### src/rpa_pkg.sv
package rpa_pkg;

  localparam int unsigned CfgIdxW  = 3;
  localparam int unsigned CfgDataW = 23;

  typedef logic [CfgIdxW-1:0] cfg_idx_t;

  localparam cfg_idx_t CFG_NIR_TARGET   = 3'd0;
  localparam cfg_idx_t CFG_RED_TARGET   = 3'd1;
  localparam cfg_idx_t CFG_TOLERANCE    = 3'd2;
  localparam cfg_idx_t CFG_SURFACE_MODE = 3'd3;
  localparam cfg_idx_t CFG_WATER_LIMIT  = 3'd4;
  localparam cfg_idx_t CFG_VEG_RATIO    = 3'd5;

  localparam logic [15:0] NIR_TARGET_RST  = 16'd13600;
  localparam logic [15:0] RED_TARGET_RST  = 16'd10560;
  localparam logic [15:0] TOLERANCE_RST   = 16'd1600;
  localparam logic        SURFACE_RST     = 1'b0;
  localparam logic [22:0] WATER_LIMIT_RST = 23'd9830;
  localparam logic [15:0] VEG_RATIO_RST   = 16'd512;

  // reflectance of exactly 1.0
  localparam logic signed [23:0] REFL_ONE = 24'sd65536;

  typedef enum logic {
    SURF_WATER      = 1'b0,
    SURF_VEGETATION = 1'b1
  } surface_e;

  typedef enum logic [1:0] {
    ANOM_NONE       = 2'd0,
    ANOM_RANGE      = 2'd1,
    ANOM_WATER      = 2'd2,
    ANOM_VEGETATION = 2'd3
  } anomaly_e;

  // one pixel as handed from the band tracker to the rule stage
  typedef struct packed {
    logic               found;
    logic               range_flag;
    logic [7:0]         nir_index;
    logic [7:0]         red_index;
    logic signed [23:0] nir_value;
    logic signed [23:0] red_value;
    logic [15:0]        nir_wavelength;
    logic [15:0]        red_wavelength;
  } pix_sum_t;

  typedef struct packed {
    logic [15:0] nir_target;
    logic [15:0] red_target;
    logic [15:0] tolerance;
    surface_e    surface_mode;
    logic [22:0] water_limit;
    logic [15:0] veg_ratio;
  } cfg_t;

  function automatic logic [15:0] abs_diff(input logic [15:0] a, input logic [15:0] b);
    abs_diff = (a > b) ? (a - b) : (b - a);
  endfunction

endpackage

### src/rpa_band_if.sv
interface rpa_band_if;
  logic               valid;
  logic               ready;
  logic signed [23:0] reflectance;
  logic [15:0]        band_wavelength;
  logic               last_band;

  modport source (output valid, output reflectance, output band_wavelength,
                  output last_band, input ready);
  modport sink (input valid, input reflectance, input band_wavelength,
                input last_band, output ready);
endinterface

### src/rpa_audit_if.sv
interface rpa_audit_if;
  logic               valid;
  logic               ready;
  logic               status;
  logic               anomaly_found;
  logic [1:0]         first_anomaly;
  logic               range_violation;
  logic               rule_violation;
  logic [7:0]         nir_band;
  logic [7:0]         red_band;
  logic signed [23:0] nir_reflectance;
  logic signed [23:0] red_reflectance;
  logic [15:0]        nir_wavelength;
  logic [15:0]        red_wavelength;

  modport source (output valid, output status, output anomaly_found, output first_anomaly,
                  output range_violation, output rule_violation, output nir_band,
                  output red_band, output nir_reflectance, output red_reflectance,
                  output nir_wavelength, output red_wavelength, input ready);
  modport sink (input valid, input status, input anomaly_found, input first_anomaly,
                input range_violation, input rule_violation, input nir_band,
                input red_band, input nir_reflectance, input red_reflectance,
                input nir_wavelength, input red_wavelength, output ready);
endinterface

### src/rpa_front.sv
module rpa_front #(
  parameter int unsigned MAX_BANDS = 256
) (
  input  logic              clk_i,
  input  logic              rst_ni,
  rpa_band_if.sink          band_i,
  input  rpa_pkg::cfg_t     cfg_i,
  output logic              push_valid_o,
  input  logic              push_ready_i,
  output rpa_pkg::pix_sum_t push_data_o
);

  localparam logic [7:0] IdxLimit = (MAX_BANDS - 1 < 255) ? 8'(MAX_BANDS - 1) : 8'd255;

  logic [7:0]         idx_q, idx_d;
  logic               range_q, range_d;
  logic               nir_found_q, nir_found_d, red_found_q, red_found_d;
  logic [15:0]        nir_dist_q, nir_dist_d, red_dist_q, red_dist_d;
  logic [7:0]         nir_idx_q, nir_idx_d, red_idx_q, red_idx_d;
  logic signed [23:0] nir_val_q, nir_val_d, red_val_q, red_val_d;
  logic [15:0]        nir_wl_q, nir_wl_d, red_wl_q, red_wl_d;

  logic        accept;
  logic [15:0] nir_bound, red_bound, nir_dist, red_dist;
  logic        nir_hit, red_hit, out_of_range;

  assign band_i.ready = push_ready_i;
  assign accept       = band_i.valid & band_i.ready;

  always_comb begin
    // tolerance is taken afresh on the first band of a pixel
    nir_bound    = (idx_q == '0) ? cfg_i.tolerance : nir_dist_q;
    red_bound    = (idx_q == '0) ? cfg_i.tolerance : red_dist_q;
    nir_dist     = rpa_pkg::abs_diff(band_i.band_wavelength, cfg_i.nir_target);
    red_dist     = rpa_pkg::abs_diff(band_i.band_wavelength, cfg_i.red_target);
    nir_hit      = (band_i.band_wavelength != '0) && (nir_dist < nir_bound);
    red_hit      = (band_i.band_wavelength != '0) && (red_dist < red_bound);
    out_of_range = band_i.reflectance[23] || (band_i.reflectance > rpa_pkg::REFL_ONE);

    nir_dist_d  = nir_hit ? nir_dist : nir_bound;
    red_dist_d  = red_hit ? red_dist : red_bound;
    nir_found_d = nir_found_q | nir_hit;
    red_found_d = red_found_q | red_hit;
    nir_idx_d   = nir_hit ? idx_q : nir_idx_q;
    red_idx_d   = red_hit ? idx_q : red_idx_q;
    nir_val_d   = nir_hit ? band_i.reflectance : nir_val_q;
    red_val_d   = red_hit ? band_i.reflectance : red_val_q;
    nir_wl_d    = nir_hit ? band_i.band_wavelength : nir_wl_q;
    red_wl_d    = red_hit ? band_i.band_wavelength : red_wl_q;
    range_d     = range_q | out_of_range;
    idx_d       = (idx_q < IdxLimit) ? idx_q + 8'd1 : idx_q;

    push_data_o.found          = nir_found_d & red_found_d;
    push_data_o.range_flag     = range_d;
    push_data_o.nir_index      = nir_idx_d;
    push_data_o.red_index      = red_idx_d;
    push_data_o.nir_value      = nir_val_d;
    push_data_o.red_value      = red_val_d;
    push_data_o.nir_wavelength = nir_wl_d;
    push_data_o.red_wavelength = red_wl_d;
  end

  assign push_valid_o = accept & band_i.last_band;

  always_ff @(posedge clk_i or negedge rst_ni) begin
    if (!rst_ni) begin
      idx_q       <= '0;
      range_q     <= 1'b0;
      nir_found_q <= 1'b0;
      red_found_q <= 1'b0;
    end else if (accept) begin
      if (band_i.last_band) begin
        idx_q       <= '0;
        range_q     <= 1'b0;
        nir_found_q <= 1'b0;
        red_found_q <= 1'b0;
      end else begin
        idx_q       <= idx_d;
        range_q     <= range_d;
        nir_found_q <= nir_found_d;
        red_found_q <= red_found_d;
      end
    end
  end

  always_ff @(posedge clk_i) begin
    if (accept) begin
      nir_dist_q <= nir_dist_d;
      red_dist_q <= red_dist_d;
      nir_idx_q  <= nir_idx_d;
      red_idx_q  <= red_idx_d;
      nir_val_q  <= nir_val_d;
      red_val_q  <= red_val_d;
      nir_wl_q   <= nir_wl_d;
      red_wl_q   <= red_wl_d;
    end
  end

endmodule

### src/rpa_queue.sv
module rpa_queue #(
  parameter int unsigned DEPTH = 2
) (
  input  logic              clk_i,
  input  logic              rst_ni,
  input  logic              push_valid_i,
  output logic              push_ready_o,
  input  rpa_pkg::pix_sum_t push_data_i,
  output logic              pop_valid_o,
  input  logic              pop_ready_i,
  output rpa_pkg::pix_sum_t pop_data_o
);

  localparam int unsigned PtrW = (DEPTH > 1) ? $clog2(DEPTH) : 1;
  localparam int unsigned CntW = $clog2(DEPTH + 1);
  localparam logic [PtrW-1:0] PtrLast = PtrW'(DEPTH - 1);
  localparam logic [CntW-1:0] CntFull = CntW'(DEPTH);

  rpa_pkg::pix_sum_t mem_q [DEPTH];
  logic [PtrW-1:0]   wr_ptr_q, rd_ptr_q;
  logic [CntW-1:0]   cnt_q;
  logic              do_push, do_pop;

  assign push_ready_o = (cnt_q != CntFull);
  assign pop_valid_o  = (cnt_q != '0);
  assign pop_data_o   = mem_q[rd_ptr_q];
  assign do_push      = push_valid_i & push_ready_o;
  assign do_pop       = pop_valid_o & pop_ready_i;

  always_ff @(posedge clk_i or negedge rst_ni) begin
    if (!rst_ni) begin
      wr_ptr_q <= '0;
      rd_ptr_q <= '0;
      cnt_q    <= '0;
    end else begin
      if (do_push) begin
        wr_ptr_q <= (wr_ptr_q == PtrLast) ? '0 : wr_ptr_q + PtrW'(1);
      end
      if (do_pop) begin
        rd_ptr_q <= (rd_ptr_q == PtrLast) ? '0 : rd_ptr_q + PtrW'(1);
      end
      if (do_push && !do_pop) begin
        cnt_q <= cnt_q + CntW'(1);
      end else if (do_pop && !do_push) begin
        cnt_q <= cnt_q - CntW'(1);
      end
    end
  end

  always_ff @(posedge clk_i) begin
    if (do_push) begin
      mem_q[wr_ptr_q] <= push_data_i;
    end
  end

endmodule

### src/rpa_back.sv
module rpa_back (
  input  logic              clk_i,
  input  logic              rst_ni,
  input  rpa_pkg::cfg_t     cfg_i,
  input  logic              pop_valid_i,
  output logic              pop_ready_o,
  input  rpa_pkg::pix_sum_t pop_data_i,
  rpa_audit_if.source       audit_o
);

  logic               s1_v_q;
  rpa_pkg::pix_sum_t  s1_q;
  logic signed [40:0] prod_q, prod_d;
  logic               out_v_q;
  logic               s1_ld, s2_ld;

  logic signed [40:0] nir_scaled;
  logic               water_fail, veg_fail, rule;
  rpa_pkg::anomaly_e  rule_code;

  logic               status_q, has_anom_q, range_q, rule_q;
  rpa_pkg::anomaly_e  code_q;
  logic [7:0]         nir_band_q, red_band_q;
  logic signed [23:0] nir_refl_q, red_refl_q;
  logic [15:0]        nir_wl_q, red_wl_q;

  assign s2_ld       = s1_v_q & (~out_v_q | audit_o.ready);
  assign s1_ld       = pop_valid_i & (~s1_v_q | s2_ld);
  assign pop_ready_o = ~s1_v_q | s2_ld;

  // ratio * red for the vegetation test
  assign prod_d = $signed({1'b0, cfg_i.veg_ratio}) * pop_data_i.red_value;

  always_comb begin
    nir_scaled = $signed({{9{s1_q.nir_value[23]}}, s1_q.nir_value, 8'h00});
    water_fail = (s1_q.nir_value > s1_q.red_value) &&
                 ($signed({s1_q.nir_value[23], s1_q.nir_value}) >
                  $signed({2'b00, cfg_i.water_limit}));
    veg_fail   = (s1_q.red_value > 24'sd0) && (nir_scaled < prod_q);
    if (cfg_i.surface_mode == rpa_pkg::SURF_WATER) begin
      rule      = water_fail;
      rule_code = rpa_pkg::ANOM_WATER;
    end else begin
      rule      = veg_fail;
      rule_code = rpa_pkg::ANOM_VEGETATION;
    end
  end

  always_ff @(posedge clk_i or negedge rst_ni) begin
    if (!rst_ni) begin
      s1_v_q  <= 1'b0;
      out_v_q <= 1'b0;
    end else begin
      if (s1_ld) begin
        s1_v_q <= 1'b1;
      end else if (s2_ld) begin
        s1_v_q <= 1'b0;
      end
      if (s2_ld) begin
        out_v_q <= 1'b1;
      end else if (audit_o.ready) begin
        out_v_q <= 1'b0;
      end
    end
  end

  always_ff @(posedge clk_i) begin
    if (s1_ld) begin
      s1_q   <= pop_data_i;
      prod_q <= prod_d;
    end
    if (s2_ld) begin
      if (!s1_q.found) begin
        status_q   <= 1'b1;
        has_anom_q <= 1'b0;
        code_q     <= rpa_pkg::ANOM_NONE;
        range_q    <= 1'b0;
        rule_q     <= 1'b0;
        nir_band_q <= '0;
        red_band_q <= '0;
        nir_refl_q <= '0;
        red_refl_q <= '0;
        nir_wl_q   <= '0;
        red_wl_q   <= '0;
      end else begin
        status_q   <= 1'b0;
        has_anom_q <= s1_q.range_flag | rule;
        if (s1_q.range_flag) begin
          code_q <= rpa_pkg::ANOM_RANGE;
        end else if (rule) begin
          code_q <= rule_code;
        end else begin
          code_q <= rpa_pkg::ANOM_NONE;
        end
        range_q    <= s1_q.range_flag;
        rule_q     <= rule;
        nir_band_q <= s1_q.nir_index;
        red_band_q <= s1_q.red_index;
        nir_refl_q <= s1_q.nir_value;
        red_refl_q <= s1_q.red_value;
        nir_wl_q   <= s1_q.nir_wavelength;
        red_wl_q   <= s1_q.red_wavelength;
      end
    end
  end

  assign audit_o.valid           = out_v_q;
  assign audit_o.status          = status_q;
  assign audit_o.anomaly_found   = has_anom_q;
  assign audit_o.first_anomaly   = code_q;
  assign audit_o.range_violation = range_q;
  assign audit_o.rule_violation  = rule_q;
  assign audit_o.nir_band        = nir_band_q;
  assign audit_o.red_band        = red_band_q;
  assign audit_o.nir_reflectance = nir_refl_q;
  assign audit_o.red_reflectance = red_refl_q;
  assign audit_o.nir_wavelength  = nir_wl_q;
  assign audit_o.red_wavelength  = red_wl_q;

endmodule

### src/reflectance_physics_audit_unit.sv
// spectral audit of one pixel at a time
// band_i carries a pixel's bands, one per cycle while band_i.ready is high,
// last_band on the last. audit_o gives one item per pixel, after its last band.
// cfg_we_i/cfg_idx_i/cfg_data_i write the six setup registers; write them only
// while no pixel is in flight.
// throughput: one band per cycle while band_i.ready is high, with back-to-back
// pixels. the audit item of a pixel passes from the pixel queue to the
// multiplier register and then to the output register.
// a two-entry pixel queue sits between the band tracker and the rule stage;
// if the receiver stalls, the queue and the two rule stages fill, and only then
// band_i.ready drops, for all bands, until the receiver takes an audit item.
// reset clears the band counter, the per-pixel flags and all valid flags, and
// loads the setup registers with their default targets and limits.
// the band index saturates at the smaller of MAX_BANDS-1 and 255.
module reflectance_physics_audit_unit #(
  parameter int unsigned MAX_BANDS = 256
) (
  input  logic                          clk_i,
  input  logic                          rst_ni,
  rpa_band_if.sink                      band_i,
  rpa_audit_if.source                   audit_o,
  input  logic                          cfg_we_i,
  input  logic [rpa_pkg::CfgIdxW-1:0]   cfg_idx_i,
  input  logic [rpa_pkg::CfgDataW-1:0]  cfg_data_i
);

  rpa_pkg::cfg_t     cfg_q;
  logic              push_valid, push_ready, pop_valid, pop_ready;
  rpa_pkg::pix_sum_t push_data, pop_data;

  always_ff @(posedge clk_i or negedge rst_ni) begin
    if (!rst_ni) begin
      cfg_q.nir_target   <= rpa_pkg::NIR_TARGET_RST;
      cfg_q.red_target   <= rpa_pkg::RED_TARGET_RST;
      cfg_q.tolerance    <= rpa_pkg::TOLERANCE_RST;
      cfg_q.surface_mode <= rpa_pkg::surface_e'(rpa_pkg::SURFACE_RST);
      cfg_q.water_limit  <= rpa_pkg::WATER_LIMIT_RST;
      cfg_q.veg_ratio    <= rpa_pkg::VEG_RATIO_RST;
    end else if (cfg_we_i) begin
      case (cfg_idx_i)
        rpa_pkg::CFG_NIR_TARGET:   cfg_q.nir_target   <= cfg_data_i[15:0];
        rpa_pkg::CFG_RED_TARGET:   cfg_q.red_target   <= cfg_data_i[15:0];
        rpa_pkg::CFG_TOLERANCE:    cfg_q.tolerance    <= cfg_data_i[15:0];
        rpa_pkg::CFG_SURFACE_MODE: cfg_q.surface_mode <= rpa_pkg::surface_e'(cfg_data_i[0]);
        rpa_pkg::CFG_WATER_LIMIT:  cfg_q.water_limit  <= cfg_data_i[22:0];
        rpa_pkg::CFG_VEG_RATIO:    cfg_q.veg_ratio    <= cfg_data_i[15:0];
        default: ;
      endcase
    end
  end

  rpa_front #(
    .MAX_BANDS (MAX_BANDS)
  ) u_front (
    .clk_i        (clk_i),
    .rst_ni       (rst_ni),
    .band_i       (band_i),
    .cfg_i        (cfg_q),
    .push_valid_o (push_valid),
    .push_ready_i (push_ready),
    .push_data_o  (push_data)
  );

  rpa_queue #(
    .DEPTH (2)
  ) u_queue (
    .clk_i        (clk_i),
    .rst_ni       (rst_ni),
    .push_valid_i (push_valid),
    .push_ready_o (push_ready),
    .push_data_i  (push_data),
    .pop_valid_o  (pop_valid),
    .pop_ready_i  (pop_ready),
    .pop_data_o   (pop_data)
  );

  rpa_back u_back (
    .clk_i       (clk_i),
    .rst_ni      (rst_ni),
    .cfg_i       (cfg_q),
    .pop_valid_i (pop_valid),
    .pop_ready_o (pop_ready),
    .pop_data_i  (pop_data),
    .audit_o     (audit_o)
  );

endmodule

### src/flat_wrapper.sv
// flat-port wrapper written by rule: the top's interface ports become plain ports
module reflectance_physics_audit_unit_flat 
#(
  parameter int unsigned MAX_BANDS = 256
)
  (clk_i, rst_ni, cfg_we_i, cfg_idx_i, cfg_data_i, band_i_valid, band_i_reflectance, band_i_band_wavelength, band_i_last_band, band_i_ready, audit_o_valid, audit_o_status, audit_o_anomaly_found, audit_o_first_anomaly, audit_o_range_violation, audit_o_rule_violation, audit_o_nir_band, audit_o_red_band, audit_o_nir_reflectance, audit_o_red_reflectance, audit_o_nir_wavelength, audit_o_red_wavelength, audit_o_ready);
  rpa_band_if band_i_i ();
  rpa_audit_if audit_o_i ();
  input  logic clk_i;
  input  logic rst_ni;
  input  logic cfg_we_i;
  input  logic [rpa_pkg::CfgIdxW-1:0] cfg_idx_i;
  input  logic [rpa_pkg::CfgDataW-1:0] cfg_data_i;
  input wire logic [$bits(band_i_i.valid)-1:0] band_i_valid;
  input wire logic [$bits(band_i_i.reflectance)-1:0] band_i_reflectance;
  input wire logic [$bits(band_i_i.band_wavelength)-1:0] band_i_band_wavelength;
  input wire logic [$bits(band_i_i.last_band)-1:0] band_i_last_band;
  output wire logic [$bits(band_i_i.ready)-1:0] band_i_ready;
  output wire logic [$bits(audit_o_i.valid)-1:0] audit_o_valid;
  output wire logic [$bits(audit_o_i.status)-1:0] audit_o_status;
  output wire logic [$bits(audit_o_i.anomaly_found)-1:0] audit_o_anomaly_found;
  output wire logic [$bits(audit_o_i.first_anomaly)-1:0] audit_o_first_anomaly;
  output wire logic [$bits(audit_o_i.range_violation)-1:0] audit_o_range_violation;
  output wire logic [$bits(audit_o_i.rule_violation)-1:0] audit_o_rule_violation;
  output wire logic [$bits(audit_o_i.nir_band)-1:0] audit_o_nir_band;
  output wire logic [$bits(audit_o_i.red_band)-1:0] audit_o_red_band;
  output wire logic [$bits(audit_o_i.nir_reflectance)-1:0] audit_o_nir_reflectance;
  output wire logic [$bits(audit_o_i.red_reflectance)-1:0] audit_o_red_reflectance;
  output wire logic [$bits(audit_o_i.nir_wavelength)-1:0] audit_o_nir_wavelength;
  output wire logic [$bits(audit_o_i.red_wavelength)-1:0] audit_o_red_wavelength;
  input wire logic [$bits(audit_o_i.ready)-1:0] audit_o_ready;
  assign band_i_i.valid = band_i_valid;
  assign band_i_i.reflectance = band_i_reflectance;
  assign band_i_i.band_wavelength = band_i_band_wavelength;
  assign band_i_i.last_band = band_i_last_band;
  assign band_i_ready = band_i_i.ready;
  assign audit_o_valid = audit_o_i.valid;
  assign audit_o_status = audit_o_i.status;
  assign audit_o_anomaly_found = audit_o_i.anomaly_found;
  assign audit_o_first_anomaly = audit_o_i.first_anomaly;
  assign audit_o_range_violation = audit_o_i.range_violation;
  assign audit_o_rule_violation = audit_o_i.rule_violation;
  assign audit_o_nir_band = audit_o_i.nir_band;
  assign audit_o_red_band = audit_o_i.red_band;
  assign audit_o_nir_reflectance = audit_o_i.nir_reflectance;
  assign audit_o_red_reflectance = audit_o_i.red_reflectance;
  assign audit_o_nir_wavelength = audit_o_i.nir_wavelength;
  assign audit_o_red_wavelength = audit_o_i.red_wavelength;
  assign audit_o_i.ready = audit_o_ready;
  reflectance_physics_audit_unit #(.MAX_BANDS(MAX_BANDS)) u_core (.clk_i(clk_i), .rst_ni(rst_ni), .band_i(band_i_i), .audit_o(audit_o_i), .cfg_we_i(cfg_we_i), .cfg_idx_i(cfg_idx_i), .cfg_data_i(cfg_data_i));
endmodule
### config.mk
export PLATFORM = sky130hd
export DESIGN_NAME = reflectance_physics_audit_unit_flat
export DESIGN_NICKNAME = d
export VERILOG_FILES = /design/src/rpa_pkg.sv /design/src/rpa_band_if.sv /design/src/rpa_audit_if.sv /design/src/rpa_front.sv /design/src/rpa_queue.sv /design/src/rpa_back.sv /design/src/reflectance_physics_audit_unit.sv /design/src/flat_wrapper.sv
export SDC_FILE = /design/constraint.sdc
export NUM_CORES = 2
export LEC_CHECK = 0
export BUFFER_PORTS_ARGS = -buffer_cell sky130_fd_sc_hd__buf_2
export CAP_MARGIN = 5
export CORE_UTILIZATION = 45
export CTS_BUF_LIST = sky130_fd_sc_hd__clkbuf_4 sky130_fd_sc_hd__clkbuf_8 sky130_fd_sc_hd__clkbuf_16
export CTS_CLUSTER_DIAMETER = 100
export DETAILED_ROUTE_END_ITERATION = 7
export GPL_TIMING_DRIVEN = 1
export PLACE_DENSITY = 0.6
export SYNTH_ARGS = -nofsm -noshare
export SYNTH_HDL_FRONTEND = slang
export SYNTH_SLANG_ARGS = --single-unit
### constraint.sdc
create_clock -name clk_i -period 7.9 [get_ports clk_i]
set_input_delay 0.395 -clock clk_i [delete_from_list [all_inputs] [get_ports clk_i]]
set_output_delay 0.395 -clock clk_i [all_outputs]
set_load 0.1 [all_outputs]
* Yosys cells after proc, flatten, opt, wreduce, memory -nomap -nowiden
Memories as Yosys holds them, arrays and structs flattened. Index checks and enable logic that the tools add are counted.
Cells by class: add/sub/neg operators 9, multiply operators 1, magnitude comparators 10, equal/unequal tests 6, mux-type cells 32, bitwise gates (word level) 16, reduce and logical (&&, ||, !) cells 25
Operators with widths (count):
- $mux W16 | 8
- $sub A16 B16 Y16 | 4
- $gt A24 B24 Y1 | 2
- $mux W24 | 2
- $lt A32 B41 Y1 | 1
- $mul A17 B24 Y41 | 1
- $gt A16 B16 Y1 | 2
- $lt A16 B16 Y1 | 2
- $mux W8 | 4
- $gt A24 B1 Y1 const B | 1
- $gt A24 B18 Y1 const B | 1
- $mux W1 | 16
- $reduce_bool A16 Y1 | 1
- $reduce_and A2 Y1 | 7
- $reduce_bool A2 Y1 | 5
- $add A8 B1 Y8 const B | 1
- $logic_not A8 Y1 | 1
- $lt A8 B8 Y1 const B | 1
- $and A1 B1 Y1 | 6
- $eq A3 B2 Y1 const B | 2
- $eq A3 B3 Y1 const B | 2
- $logic_and A1 B1 Y1 | 6
- $or A1 B1 Y1 | 6
- $mux W2 | 2
- 10 further kinds | 15
Word-level totals: register bits after elaboration 474, memory bits (writable) 196, bits of input ports 72, word-level logic and storage cells 144, memories 1
Memories:
- u_core.u_queue.mem_q | words 2, width 98, rd ports 1, clocked after memory_dff 0, wr ports 1, RTL line rpa_queue.sv:19 | rpa_pkg::pix_sum_t mem_q [DEPTH];

* Logic depth before layout (Yosys ltp)
depth after elaboration 8, mapped depth 28, depth with buffers taken out 25

* Hierarchy
From an unflattened synthesis, not the netlist that was laid out.
Second synthesis, totals: cells, all modules 3777, area total of the unflattened synthesis 45159.6 µm²
Modules (own cells, without submodules):
- rpa_back | times used 1, cells an instance 2286, area each 24202.0 µm²
- rpa_front | times used 1, cells an instance 977, area each 10178.5 µm²
- rpa_queue | times used 1, cells an instance 323, area each 7294.5 µm²
- reflectance_physics_audit_unit | times used 1, cells an instance 191, area each 3484.6 µm²

* Worst setup path after synthesis
Ideal clock, no wire load.
path kind register to register, from register u_core.u_queue.cnt_q[0], to memory u_core.u_queue.mem_q[0][0] in the netlist's numbering, enable pin, data arrival time 8.753 ns, required time 7.345 ns, slack -1.408 ns, cell stages (with the launch flop) 6, buffers on the path 0, period minus slack after synthesis 9.308 ns, path through dfrtp_1 > nand2b_1 > nand2_1 > inv_1 > nand2_1 > nor2_1
Between the ends: word-level cells in the longest chain between the ends 6
RTL lines:
- start: declaration | RTL line rpa_queue.sv:21 | logic [CntW-1:0] cnt_q;
- start signal: assignment | RTL line rpa_queue.sv:43 | cnt_q <= cnt_q + CntW'(1);
- start signal: assignment | RTL line rpa_queue.sv:45 | cnt_q <= cnt_q - CntW'(1);
- $ne A2 B2 Y1 | RTL line rpa_queue.sv:24 | assign push_ready_o = (cnt_q != CntFull);
- named net band_i_ready | RTL line flat_wrapper.sv:18 | output wire logic [$bits(band_i_i.ready)-1:0] band_i_ready;
- $and A1 B1 Y1 | RTL line rpa_front.sv:28 | assign accept = band_i.valid & band_i.ready;
- named net u_core.u_front.accept | RTL line rpa_front.sv:23 | logic accept;
- $and A1 B1 Y1 | RTL line rpa_front.sv:63 | assign push_valid_o = accept & band_i.last_band;
- $and A1 B1 Y1 | RTL line rpa_queue.sv:27 | assign do_push = push_valid_i & push_ready_o;
- $mux W1 | RTL line rpa_queue.sv:51 | if (do_push) begin
- $mux W1 (implied by the code) | RTL line rpa_queue.sv:52 | mem_q[wr_ptr_q] <= push_data_i;
- end: declaration | RTL line rpa_queue.sv:19
The timed path passes the listed nets, and every way through them passes these cells.

* Final worst setup path
from register u_core.u_queue.rd_ptr_q, to register u_core.u_back.prod_q[34], data pin
Between the ends: word-level cells in the longest chain between the ends 2
RTL lines:
- start: declaration | RTL line rpa_queue.sv:20 | logic [PtrW-1:0] wr_ptr_q, rd_ptr_q;
- start signal: assignment | RTL line rpa_queue.sv:40 | rd_ptr_q <= (rd_ptr_q == PtrLast) ? '0 : rd_ptr_q + PtrW'(1);
- $mem_v2 Z2 W98
- $mul A17 B24 Y41 | RTL line rpa_back.sv:32 | assign prod_d = $signed({1'b0, cfg_i.veg_ratio}) * pop_data_i.red_value;
- named net u_core.u_back.prod_d[34] | RTL line rpa_back.sv:13 | logic signed [40:0] prod_q, prod_d;
- end signal: assignment | RTL line rpa_back.sv:70 | prod_q <= prod_d;
- end: declaration | RTL line rpa_back.sv:13
The timed path passes the listed nets, and every way through them passes these cells. A chain may end at the register's enable or synchronous reset.

==> results.cfg <==
[yosys]
synthArstFlopShare_pct = 15.7
synth_mux_area_share_pct = 6.37
yosys.area.top_type = edfxtp_1
synth-edff-count = 565
ys_seq_area_share_pct = 44.0
ys_types = 85
netlist_instances = 3787
ys_warn_count = 0
synth_compound_area_share_pct = 6.94
synth_top_area_share_pct = 38.0
ys_seq_elements = 670
synth_top_family_by_area = adder cells
synth.avg_cell_area_sq_um = 11.8
synth_fa_ha_area_share_pct = 24.8
synth_area_leaders = edfxtp_1, fa_1, ha_1
yosys.area_share.simple_pct = 9.96
synthesis.nets = 4516
synthFlopType = edfxtp_1
synth.cell_area_sq_um = 44600
synthXorXnorAreaFrac_pct = 1.41

[min_path]
hold_path.class = input pin to flip-flop
worstHoldPathCells = 3
hold_start = cfg_data_i[16]
holdPathEnd = u_core.cfg_q[32]

[place]
pre_cts_slack_ns = 0.519
dp_hpwl_microns = 85000
gp_congestion = 0.898
port_buffers = 175

[setup_path]
r2r-end = u_core.u_back.prod_q[34]
cp.arrival_ns = 7.90
critPathMaxFanout = 25
reg2reg_slack_ns = 0.44
worstSetupPathType = flip-flop to flip-flop
rr_startpoint = u_core.u_queue.rd_ptr_q
required_ns = 8.34
crit_path_start_kind = flip-flop
endpoint_kind = flip-flop
rr_worst_depth = 21

[die]
io_pins = 176
die-area_sq_um = 100000
coreArea_sq_um = 98300
die_x_microns = 317
start_util_pct = 45.4
rows = 115
fp.dieH_microns = 317

[timing]
setup_viol = 0
fin_setup_tns_ns = 0
clock_skew_ns = 0.0435
max_clock_freq_mhz = 134
layout_setup_ws_ns = 0.440
finalCriticalPeriod_ns = 7.46
max-slew-margin-rel_pct = 23.3
worst_pin_slew_ns = 1.15
rsz0062_at_grt = false
hold_viol_final = 0
fin_crit_sh_pct = 94.4
drv_slew = 0

[cts]
cts.sinks = 670
cts_tree = done
post_cts_buffers = 0
numCtsBuffers = 75
cts.path.max_buffers = 3
clk-insertion-delay-late_ns = 0.67
htree_levels = 3
path_clk_slew_ns = 0.06
root_buffer = clkbuf_16

[grt]
antenna_found_initial = 5
grt_pass1_vias = 28400
grt_max_degree = 76
grt_pass1_wl_microns = 174000
track_usage_pct = 23.3
grt-ovfl-total = 0

[status]
outcome = finished, final reports clean

[layout]
final_common_cell = inv_1
fin_nets = 4678
drive_above_1_share_pct = 14.8
diodes = 0
final_cell_mix = inv_1, edfxtp_1, fa_1
area_delta_synth_final_pct = 11.2

[routing]
wl_per_cell_microns = 21.7
wirelength_microns = 115000
drt_first_pass_iters = 6
avgViaCountPerCell = 5.39
vias = 28600
drtIter0Drc = 2453
detail-route-antenna-nets = 0
drc = 0

[flow_run]
cap_viol_max_count = 0
## cell families (layout without fill, tap and decap cells)
family | after synthesis | count (layout)
adders and majority gates | 657 | 657
DFF | 670 | 670
and+or+nand+nor | 893 | 893
xor gates and xnor gates | 72 | 72
AOI/OAI and AO/OA | 476 | 476
muxes | 257 | 257
buffers and inverters | 762 | 986
## metrics by stage
step                      instances  instance area, sq um  hold slack (ns)  util, %
after floorplan                3787                 44600           0.0994        -
after CTS                      5298                 49600          0.00116     50.5
after global placement         5154                 47000            0.469     47.8
after global routing           5298                 49600           0.0226     50.5
after detailed placement       5154                 47000            0.475     47.8
final                          5298                 49600           0.0617     50.5
## layer usage
layer / routed length (microns) / GRT usage (%)
met1: 52100 / 34.1
met2: 51200 / 35.2
met3: 7810 / 3.69
met4: 3920 / 8.09
met5: 26 / 0
## worst max-delay path, cell delays in order, from the launching register on
cell and delay (ns):
dfrtp_4 0.73, mux2_2 0.60, and2_1 0.27, fa_1 0.53
inv_1 0.05, fa_1 0.46, fa_1 0.53, inv_1 0.06
fa_1 0.49, fa_1 0.49, inv_1 0.05, fa_1 0.47
inv_1 0.04, ha_1 0.34, and3_1 0.19, and3_1 0.17
a21bo_2 0.28, a21oi_1 0.31, o211ai_1 0.23, o31ai_1 0.36
a21oi_1 0.19, o311ai_0 0.39
## cell usage after synthesis (all sizes together), types with 6 or more instances
cell,instances
a2111oi,6
a211oi,11
a21o,81
a21oi,119
a221oi,6
a31oi,9
and2,231
and3,20
buf,32
clkbuf,104
dfrtp,85
dfstp,20
edfxtp,565
fa,381
ha,276
inv,624
mux2,216
mux2i,41
nand2,378
nand2b,8
nand3,26
nand3b,7
nand4,34
nor2,100
nor2b,9
nor3,25
nor4,21
o211ai,13
o21a,32
o21ai,130
o21bai,11
o31ai,10
or3,13
xnor2,51
xor2,21
## flip-flops by register name (all words and copies together) (netlist names), 24 cells and up
register	cells
u_core.u_front.nir_val_q	24
u_core.u_back.audit_o.nir_reflectance	24
u_core.cfg_q	88
u_core.u_queue.mem_q	196
u_core.u_front.red_val_q	24
u_core.u_back.nir_scaled	24
u_core.u_back.prod_q	41
u_core.u_back.s1_q	74
u_core.u_back.audit_o.red_reflectance	24
## repair_timing
action,in CTS,in global routing
hold buffers,5,0
resized for setup,0,0
hold endpoints to repair,45,0
## how the worst max path moves through the flow
stage	start	end	slack, ns	cells after the start
after detailed placement	u_core.u_queue.rd_ptr_q	u_core.u_back.prod_q[38]	0.52	21
after global placement	u_core.u_queue.rd_ptr_q	u_core.u_back.prod_q[38]	0.60	22
after floorplan	u_core.u_queue.cnt_q[0]	u_core.u_queue.mem_q[0][0]	0.21	5
after global routing	u_core.u_queue.rd_ptr_q	u_core.u_back.prod_q[34]	0.12	21
after CTS	u_core.u_queue.rd_ptr_q	u_core.u_back.prod_q[38]	0.49	21
final	u_core.u_queue.rd_ptr_q	u_core.u_back.prod_q[34]	0.44	21
## area by class of cell
type / count / area, sq um
Clock buffer: 91 / 2030
Clock inverter: 48 / 574
Fill cell: 8696 / 48700
Inverter: 626 / 2360
Multi-Input combinational cell: 2355 / 22200
Sequential cell: 670 / 19600
Tap cell: 1287 / 1610
Timing Repair Buffer: 221 / 1250
Power is left out: the tool's default activity adds up to more than one toggle a clock period on the data nets, which glitch-free logic cannot reach.
